`config.mk`:
```
export PLATFORM = sky130hd
export DESIGN_NAME = differential_drive_odometry_top_flat
export DESIGN_NICKNAME = d
export VERILOG_FILES = /design/src/rtl/odo_pkg.sv /design/src/rtl/odo_ticks_if.sv /design/src/rtl/odo_pose_if.sv /design/src/rtl/odo_cordic.sv /design/src/rtl/differential_drive_odometry_top.sv /design/src/flat_wrapper.sv
export SDC_FILE = /design/constraint.sdc
export NUM_CORES = 2
export LEC_CHECK = 0
export CORE_UTILIZATION = 54
export CTS_CLUSTER_SIZE = 12
export DETAILED_ROUTE_END_ITERATION = 8
export DONT_BUFFER_PORTS = 1
export PLACE_DENSITY = 0.69
export SYNTH_ARGS = -nofsm -noshare
export SYNTH_HDL_FRONTEND = slang
export SYNTH_SLANG_ARGS = --single-unit
```
`constraint.sdc`:
```
create_clock -name clk -period 28.9 [get_ports clk]
set_clock_uncertainty 0.2 [all_clocks]
set_input_delay 1.445 -clock clk [delete_from_list [all_inputs] [get_ports clk]]
set_output_delay 1.445 -clock clk [all_outputs]
set_load 0.02 [all_outputs]
```
`src/rtl/odo_pkg.sv`:
```
`default_nettype none

package odo_pkg;

    localparam int CORDIC_STEPS = 16;
    localparam int ATAN_ENTRIES = 24;
    localparam int IDX_W        = $clog2(ATAN_ENTRIES);
    localparam int CW           = 33;

    localparam logic signed [CW-1:0] CORDIC_START = 33'sd652032874;

    typedef logic [31:0] atan_tab_t [ATAN_ENTRIES];

    localparam atan_tab_t ATAN_TAB = '{
        32'd536870912, 32'd316933406, 32'd167458907, 32'd85004756,
        32'd42667331,  32'd21354465,  32'd10680862,  32'd5340245,
        32'd2670163,   32'd1335087,   32'd667544,    32'd333772,
        32'd166886,    32'd83443,     32'd41722,     32'd20861,
        32'd10430,     32'd5215,      32'd2608,      32'd1304,
        32'd652,       32'd326,       32'd163,       32'd81
    };

    localparam int CFG_IDX_W  = 8;
    localparam int CFG_DATA_W = 24;

    localparam logic [CFG_IDX_W-1:0] CFG_DIST = 8'd0;
    localparam logic [CFG_IDX_W-1:0] CFG_HEAD = 8'd1;

    localparam logic [CFG_DATA_W-1:0] DIST_RESET = 24'd4096;
    localparam logic [CFG_DATA_W-1:0] HEAD_RESET = 24'd4096;

    // rounded Q2.22 trig value
    typedef logic signed [24:0] trig_t;

endpackage

`default_nettype wire

```
`src/rtl/odo_ticks_if.sv`:
```
`default_nettype none

interface odo_ticks_if;
    logic               valid;
    logic               ready;
    logic signed [15:0] right_ticks;
    logic signed [15:0] left_ticks;

    modport source (output valid, output right_ticks, output left_ticks, input ready);
    modport sink   (input valid, input right_ticks, input left_ticks, output ready);
endinterface

`default_nettype wire

```
`src/rtl/odo_pose_if.sv`:
```
`default_nettype none

interface odo_pose_if;
    logic               valid;
    logic               ready;
    logic signed [31:0] pos_x;
    logic signed [31:0] pos_y;
    logic signed [15:0] heading;

    modport source (output valid, output pos_x, output pos_y, output heading, input ready);
    modport sink   (input valid, input pos_x, input pos_y, input heading, output ready);
endinterface

`default_nettype wire

```
`src/rtl/odo_cordic.sv`:
```
`default_nettype none

module odo_cordic
    import odo_pkg::*;
(
    input  wire logic        clk,
    input  wire logic        rst_n,
    input  wire logic        start,
    input  wire logic [31:0] angle,
    output logic             done,
    output trig_t            cos_val,
    output trig_t            sin_val
);

    typedef enum logic [1:0] {
        IDLE,
        RUN,
        FIN
    } state_t;

    state_t                 state_reg;
    logic signed [CW-1:0]   x_reg;
    logic signed [CW-1:0]   y_reg;
    logic signed [CW-1:0]   z_reg;
    logic                   neg_reg;
    logic [IDX_W-1:0]       i_reg;
    logic                   done_reg;
    trig_t                  cos_reg;
    trig_t                  sin_reg;

    logic                   fold;
    logic [31:0]            angle_f;
    logic signed [CW-1:0]   xs;
    logic signed [CW-1:0]   ys;
    logic signed [CW-1:0]   at;
    logic signed [CW-1:0]   x_next;
    logic signed [CW-1:0]   y_next;
    logic signed [CW-1:0]   z_next;
    logic signed [CW-1:0]   xf;
    logic signed [CW-1:0]   yf;
    logic signed [CW-1:0]   xr;
    logic signed [CW-1:0]   yr;

    // fold into [-pi/2, pi/2): add pi, negate results later
    assign fold    = angle[31] ^ angle[30];
    assign angle_f = fold ? {~angle[31], angle[30:0]} : angle;

    assign xs = x_reg >>> i_reg;
    assign ys = y_reg >>> i_reg;
    assign at = CW'(signed'({1'b0, ATAN_TAB[i_reg]}));

    always_comb
    begin
        if (!z_reg[CW-1])
        begin
            x_next = x_reg - ys;
            y_next = y_reg + xs;
            z_next = z_reg - at;
        end
        else
        begin
            x_next = x_reg + ys;
            y_next = y_reg - xs;
            z_next = z_reg + at;
        end
    end

    assign xf = neg_reg ? -x_reg : x_reg;
    assign yf = neg_reg ? -y_reg : y_reg;
    assign xr = xf + CW'(128);
    assign yr = yf + CW'(128);

    always_ff @(posedge clk or negedge rst_n)
    begin
        if (!rst_n)
        begin
            state_reg <= IDLE;
            x_reg     <= '0;
            y_reg     <= '0;
            z_reg     <= '0;
            neg_reg   <= 1'b0;
            i_reg     <= '0;
            done_reg  <= 1'b0;
            cos_reg   <= '0;
            sin_reg   <= '0;
        end
        else
        begin
            done_reg <= 1'b0;
            case (state_reg)
                IDLE:
                begin
                    if (start)
                    begin
                        x_reg     <= CORDIC_START;
                        y_reg     <= '0;
                        z_reg     <= CW'(signed'(angle_f));
                        neg_reg   <= fold;
                        i_reg     <= '0;
                        state_reg <= RUN;
                    end
                end
                RUN:
                begin
                    x_reg <= x_next;
                    y_reg <= y_next;
                    z_reg <= z_next;
                    i_reg <= i_reg + 1'b1;
                    if (i_reg == IDX_W'(CORDIC_STEPS - 1))
                    begin
                        state_reg <= FIN;
                    end
                end
                FIN:
                begin
                    cos_reg   <= xr[CW-1:8];
                    sin_reg   <= yr[CW-1:8];
                    done_reg  <= 1'b1;
                    state_reg <= IDLE;
                end
                default:
                begin
                    state_reg <= IDLE;
                end
            endcase
        end
    end

    assign done    = done_reg;
    assign cos_val = cos_reg;
    assign sin_val = sin_reg;

endmodule

`default_nettype wire

```
`src/rtl/differential_drive_odometry_top.sv`:
```
// Differential-drive odometry: each ticks transaction carries signed right and left tick
// increments and yields one pose transaction (x, y, heading). Within a transaction, one
// shift-add CORDIC stage iterates once per step, and a single 26x26 multiplier forms the
// travel, the heading change and four partial products of the x/y deltas in turn.
// ticks.ready is high only between transactions; a finished pose waits in the output
// register while the next ticks transaction is taken. Write configuration only while idle.
`default_nettype none

module differential_drive_odometry_top
    import odo_pkg::*;
(
    input  wire logic                  clk,
    input  wire logic                  rst_n,
    input  wire logic                  cfg_we,
    input  wire logic [CFG_IDX_W-1:0]  cfg_index,
    input  wire logic [CFG_DATA_W-1:0] cfg_wdata,
    odo_ticks_if.sink                  ticks,
    odo_pose_if.source                 pose
);

    typedef enum logic [3:0] {
        IDLE,
        MUL_S,
        MUL_D,
        ANG,
        ROT,
        XL,
        XH,
        YL,
        YH,
        UPD
    } state_t;

    state_t              state_reg;
    logic [CFG_DATA_W-1:0] dist_reg;
    logic [CFG_DATA_W-1:0] head_reg;
    logic signed [15:0]  r_reg;
    logic signed [15:0]  l_reg;
    logic signed [40:0]  s_reg;
    logic signed [40:0]  d_reg;
    trig_t               c_reg;
    trig_t               sn_reg;
    logic [63:0]         acc_reg;
    logic [31:0]         dx_reg;
    logic [31:0]         dy_reg;
    logic [31:0]         x_acc_reg;
    logic [31:0]         y_acc_reg;
    logic [15:0]         hd_acc_reg;
    logic                out_valid_reg;

    logic signed [25:0]  mul_a;
    logic signed [25:0]  mul_b;
    logic signed [51:0]  mul_p;
    logic [63:0]         prod64;
    logic [63:0]         acc_sum;
    logic [63:0]         lo_sum;
    logic signed [16:0]  tick_sum;
    logic signed [16:0]  tick_diff;
    logic [40:0]         hd_round;
    logic                cor_start;
    logic                cor_done;
    logic [31:0]         mid;
    trig_t               cor_cos;
    trig_t               cor_sin;
    trig_t               trig_sel;

    assign tick_sum  = 17'(r_reg) + 17'(l_reg);
    assign tick_diff = 17'(r_reg) - 17'(l_reg);

    always_comb
    begin
        trig_sel = ((state_reg == YL) || (state_reg == YH)) ? sn_reg : c_reg;
        case (state_reg)
            MUL_S:
            begin
                mul_a = 26'(tick_sum);
                mul_b = signed'({2'b00, dist_reg});
            end
            MUL_D:
            begin
                mul_a = 26'(tick_diff);
                mul_b = signed'({2'b00, head_reg});
            end
            XL, YL:
            begin
                mul_a = signed'({2'b00, s_reg[23:0]});
                mul_b = 26'(trig_sel);
            end
            XH, YH:
            begin
                mul_a = 26'(signed'(s_reg[40:24]));
                mul_b = 26'(trig_sel);
            end
            default:
            begin
                mul_a = '0;
                mul_b = '0;
            end
        endcase
    end

    assign mul_p   = mul_a * mul_b;
    assign prod64  = 64'(mul_p);
    assign lo_sum  = prod64 + 64'h0000_0000_4000_0000;
    assign acc_sum = acc_reg + {prod64[39:0], 24'd0};

    assign mid       = {hd_acc_reg, 16'd0} + d_reg[32:1];
    assign hd_round  = d_reg + 41'sd32768;
    assign cor_start = (state_reg == ANG);

    odo_cordic u_cordic (
        .clk     (clk),
        .rst_n   (rst_n),
        .start   (cor_start),
        .angle   (mid),
        .done    (cor_done),
        .cos_val (cor_cos),
        .sin_val (cor_sin)
    );

    always_ff @(posedge clk or negedge rst_n)
    begin
        if (!rst_n)
        begin
            dist_reg <= DIST_RESET;
            head_reg <= HEAD_RESET;
        end
        else if (cfg_we)
        begin
            case (cfg_index)
                CFG_DIST: dist_reg <= cfg_wdata;
                CFG_HEAD: head_reg <= cfg_wdata;
                default:  ;
            endcase
        end
    end

    always_ff @(posedge clk or negedge rst_n)
    begin
        if (!rst_n)
        begin
            state_reg     <= IDLE;
            r_reg         <= '0;
            l_reg         <= '0;
            s_reg         <= '0;
            d_reg         <= '0;
            c_reg         <= '0;
            sn_reg        <= '0;
            acc_reg       <= '0;
            dx_reg        <= '0;
            dy_reg        <= '0;
            x_acc_reg     <= '0;
            y_acc_reg     <= '0;
            hd_acc_reg    <= '0;
            out_valid_reg <= 1'b0;
        end
        else
        begin
            if (out_valid_reg && pose.ready && (state_reg != UPD))
            begin
                out_valid_reg <= 1'b0;
            end
            case (state_reg)
                IDLE:
                begin
                    if (ticks.valid)
                    begin
                        r_reg     <= ticks.right_ticks;
                        l_reg     <= ticks.left_ticks;
                        state_reg <= MUL_S;
                    end
                end
                MUL_S:
                begin
                    s_reg     <= mul_p[40:0];
                    state_reg <= MUL_D;
                end
                MUL_D:
                begin
                    d_reg     <= mul_p[40:0];
                    state_reg <= ANG;
                end
                ANG:
                begin
                    state_reg <= ROT;
                end
                ROT:
                begin
                    if (cor_done)
                    begin
                        c_reg     <= cor_cos;
                        sn_reg    <= cor_sin;
                        state_reg <= XL;
                    end
                end
                XL:
                begin
                    acc_reg   <= lo_sum;
                    state_reg <= XH;
                end
                XH:
                begin
                    dx_reg    <= acc_sum[62:31];
                    state_reg <= YL;
                end
                YL:
                begin
                    acc_reg   <= lo_sum;
                    state_reg <= YH;
                end
                YH:
                begin
                    dy_reg    <= acc_sum[62:31];
                    state_reg <= UPD;
                end
                UPD:
                begin
                    // hold until the previous pose has left
                    if (!out_valid_reg || pose.ready)
                    begin
                        x_acc_reg     <= x_acc_reg + dx_reg;
                        y_acc_reg     <= y_acc_reg + dy_reg;
                        hd_acc_reg    <= hd_acc_reg + hd_round[31:16];
                        out_valid_reg <= 1'b1;
                        state_reg     <= IDLE;
                    end
                end
                default:
                begin
                    state_reg <= IDLE;
                end
            endcase
        end
    end

    assign ticks.ready  = (state_reg == IDLE);
    assign pose.valid   = out_valid_reg;
    assign pose.pos_x   = x_acc_reg;
    assign pose.pos_y   = y_acc_reg;
    assign pose.heading = hd_acc_reg;

endmodule

`default_nettype wire
```
`src/flat_wrapper.sv`:
```
// flat-port wrapper written by rule: the top's interface ports become plain ports
module differential_drive_odometry_top_flat import odo_pkg::*;
  (clk, rst_n, cfg_we, cfg_index, cfg_wdata, ticks_valid, ticks_right_ticks, ticks_left_ticks, ticks_ready, pose_valid, pose_pos_x, pose_pos_y, pose_heading, pose_ready);
  odo_ticks_if ticks_i ();
  odo_pose_if pose_i ();
  input  wire logic clk;
  input  wire logic rst_n;
  input  wire logic cfg_we;
  input  wire logic [CFG_IDX_W-1:0] cfg_index;
  input  wire logic [CFG_DATA_W-1:0] cfg_wdata;
  input wire logic [$bits(ticks_i.valid)-1:0] ticks_valid;
  input wire logic [$bits(ticks_i.right_ticks)-1:0] ticks_right_ticks;
  input wire logic [$bits(ticks_i.left_ticks)-1:0] ticks_left_ticks;
  output wire logic [$bits(ticks_i.ready)-1:0] ticks_ready;
  output wire logic [$bits(pose_i.valid)-1:0] pose_valid;
  output wire logic [$bits(pose_i.pos_x)-1:0] pose_pos_x;
  output wire logic [$bits(pose_i.pos_y)-1:0] pose_pos_y;
  output wire logic [$bits(pose_i.heading)-1:0] pose_heading;
  input wire logic [$bits(pose_i.ready)-1:0] pose_ready;
  assign ticks_i.valid = ticks_valid;
  assign ticks_i.right_ticks = ticks_right_ticks;
  assign ticks_i.left_ticks = ticks_left_ticks;
  assign ticks_ready = ticks_i.ready;
  assign pose_valid = pose_i.valid;
  assign pose_pos_x = pose_i.pos_x;
  assign pose_pos_y = pose_i.pos_y;
  assign pose_heading = pose_i.heading;
  assign pose_i.ready = pose_ready;
  differential_drive_odometry_top u_core (.clk(clk), .rst_n(rst_n), .cfg_we(cfg_we), .cfg_index(cfg_index), .cfg_wdata(cfg_wdata), .ticks(ticks_i), .pose(pose_i));
endmodule
```
==> results by group <==
Yosys
  • Synth top area cells: fa_1, dfrtp_1, ha_1
  • Synth warn: 0
  • Ys async rst share: 100%
  • Post-synthesis sequential area ratio: approximately a fifth
  • Syn Nets: roughly 8700
  • Synth top area share: a little over a fifth
  • Synth Flop Type: dfrtp_1
  • Count leader, synth: nand2_1
  • Distinct cells, synth: about 100
  • Post-synth top cells: nand2_1, inv_1, fa_1
  • #FFs+latches synth: about 540
  • Post-Synthesis Cell Area: ~0.066 mm2
  • Cells after Synth: about 7500
  • Yosys top cell by area: fa_1
  • Syn Area/Cell: 8.77 um2
  • Post-synth EDFFs: 0

Global routing
  • Vias in the first global route: between 50000 and 60000
  • Largest net degree at the start of global routing: 540
  • Total track usage: between 30% and 40%
  • Global-route wire length before repair: ~330000 um
  • Total grt overflow: 0
  • Initial antenna violation count: 15

Timing
  • Max_slew headroom: -43.4%
  • Final hold violations: 0
  • Unrepaired setup endpoints after global routing: false
  • Setup-failing EPs final: 0
  • Final Max Slew Viols: 350
  • TNS Setup: 0 ns
  • Final worst-path cycle share: approximately 47%
  • F_max: ~74 MHz
  • Setup ws final: about 15 ns
  • Period minus WS final: roughly 14 ns
  • Worst Tran Pin Value: about 2.2 ns

Layout
  • Proportion of layout cells with a drive suffix above 1: around 7.7%
  • Fin util: around 58%
  • Layout area overhead: 5.54%
  • Max reg flops: a little over 40
  • # nets final: 8487
  • Design Area, Final: between 0.06 and 0.07 mm2

Floorplan
  • Full die area: approximately 0.12 mm2
  • I/O pin count: about 150
  • Die width: around 350 um
  • FP Rows: roughly 130
  • Initial Utilization: a little over half
  • Core area: roughly 0.12 mm2
  • DIE HEIGHT: around 350 um

Route
  • Routed Antenna Nets: 0
  • Via Count: between 50000 and 60000
  • Vias/cell: just over 6
  • DR pass1 iterations: 6
  • Routed len/inst: roughly 24 um
  • Final WL: 214000 um
  • Drt drc: 0
  • Drt first-iter violations: ~5500

Place
  • Setup slack at placement: 15.73 ns
  • Post-placement cell area: 0.0674 mm2
  • DP HPWL: 162000 um
  • IO buf count: 0
  • RePlAce Congestion: around 1.0

Setup path
  • Reg2Reg Depth: 39
  • Crit-path slowest cell: a21oi_1
  • CP dominant cell by count: fa_1
  • Worst R2R Start: u_core.state_reg[0]
  • Crit path kind: reg2reg
  • Crit end category: flip-flop
  • Reg2reg end: u_core.dy_reg[29]
  • CP Data Required Time: 29.28 ns
  • CP max stage delay: 0.94 ns
  • R2R Setup Slk: ~15 ns
  • WP data arrival: about 14 ns
  • Element type at the critical path start: flip-flop
  • Max Fanout on Critical Path: 68

Clock tree
  • Clk_lat worst skew: approximately 0.7 ns
  • Post-CTS Hold Fix Bufs: 0
  • Max clock buf depth: 3
  • H-tree Lvls: 3
  • Root Buffer: clkbuf_16
  • CTS tree: yes
  • Clk pin slew, worst setup/hold paths: about 0.060 ns
  • Clock net sink count: approximately 540
  • Post-CTS setup buffer count: 0
  • Gates resized, CTS repair: 0
  • TritonCTS buffer count: 67

Job
  • Max cap viols: 0

Worst hold path
  • Hold Crit Start: u_core.u_cordic.cos_val[12]
  • Hold path cells: 2
  • Hold Path End: u_core.u_cordic.cos_val[12]
  • Hold crit path type: reg2reg

Outcome
  • Failing checks: slew limit
  • Status: finished with violations

Power and ir drop
  • Peak VDD IR: 136 uV
  • LEAKAGE: 33.1 nW
  • PD cells: 118 mW/mm2
  • Overall power: between 8 and 9 mW
## layout make-up
| cell class | count | area, um2 |
|---|---|---|
| Tap cell | 1612 | 2020 |
| Clock buffer | 90 | 1830 |
| Clock inverter | 24 | 422 |
| Inverter | 919 | 3450 |
| Sequential cell | 539 | 13500 |
| Fill cell | 10900 | 50900 |
| Multi-Input combinational cell | 5655 | 47600 |
| Timing Repair Buffer | 115 | 863 |
| Antenna cell | 14 | 35.0 |
## metrics by stage
step	hold slack (ns)	std cells
2_1_floorplan	0.238	7537
3_3_place_gp	0.257	8840
3_5_place_dp	0.268	8840
4_1_cts	0.265	8954
5_1_grt	0.290	8955
6_report	0.278	8968
## routing by layer
layer,vias up,global-route usage [%],share of wire [%]
met2,2606,53.7,44
met5,-,0,0.031
li1,24800,-,-
met4,8,20.2,6.5
met3,633,7.81,9.6
met1,27300,45.6,40
## logic make-up (layout without fill, tap and decap cells)
logic type | Yosys count | after routing | synth area share, %
compound gates | 1724 | 1724 | 15.8
flops | 539 | 539 | 20.4
simple gates | 2032 | 2032 | 13.9
xor+xnor | 447 | 447 | 5.93
fa+ha+maj | 1122 | 1122 | 29.2
mux | 330 | 330 | 6.96
other cells | 0 | 14 | 0
buf+inv | 1343 | 1148 | 7.80
## critical path: cells and delay by family (launching register included)
kind | cells | cell delay (ns)
AOI/OAI and AO/OA | 14 | 4.65
muxes | 1 | 0.25
buffers and inverters | 6 | 0.95
adders and majority gates | 9 | 4.41
DFF | 1 | 0.80
and+or+nand+nor | 8 | 1.49
xor gates and xnor gates | 1 | 0.63
## layout by cell type (no fill, tap or decap), drive strengths merged, types with 15 or more instances in the layout
master and count:
a22oi 22, or3 29, a221o 15, clkinv 20, nor2b 49, a21o 123, a21boi 30, nand4 48
nor4 20, o21ai 630, o22ai 31, nor2 457, o211ai 21, fa 703, o21a 48, o31ai 37
a211oi 32, clkbuf 90, mux4 85, nand3 113, xnor2 262, a21oi 460, a31oi 65, and4 29
buf 115, and3 62, nand2b 59, nor3 87, mux2 179, a221oi 23, nand2 955, and2 58
ha 418, inv 917, o21bai 51, mux2i 66, dfrtp 537, xor2 185
## worst max-delay path by stage
stage | from | slack, ns | to | cells after the start
global route | u_core.l_reg[0] | 14.70 | u_core.dx_reg[29] | 48
detailed placement | u_core.state_reg[0] | 15.73 | u_core.dy_reg[29] | 42
global placement | u_core.state_reg[0] | 15.94 | u_core.dy_reg[29] | 42
finish | u_core.state_reg[0] | 15.39 | u_core.dy_reg[29] | 39
CTS | u_core.state_reg[0] | 15.68 | u_core.dy_reg[29] | 42
floorplan | u_core.l_reg[2] | 17.83 | u_core.acc_reg[49] | 41
## where the power goes
group / internal [mW] / leakage, nW / switching, mW
registers: 1.01 / 7.16 / 0.460
logic: 2.22 / 24.8 / 3.69
clock network: 0.506 / 1.09 / 0.369
total: 3.74 / 33.1 / 4.52
No activity file was read; power rests on OpenSTA's default activity.
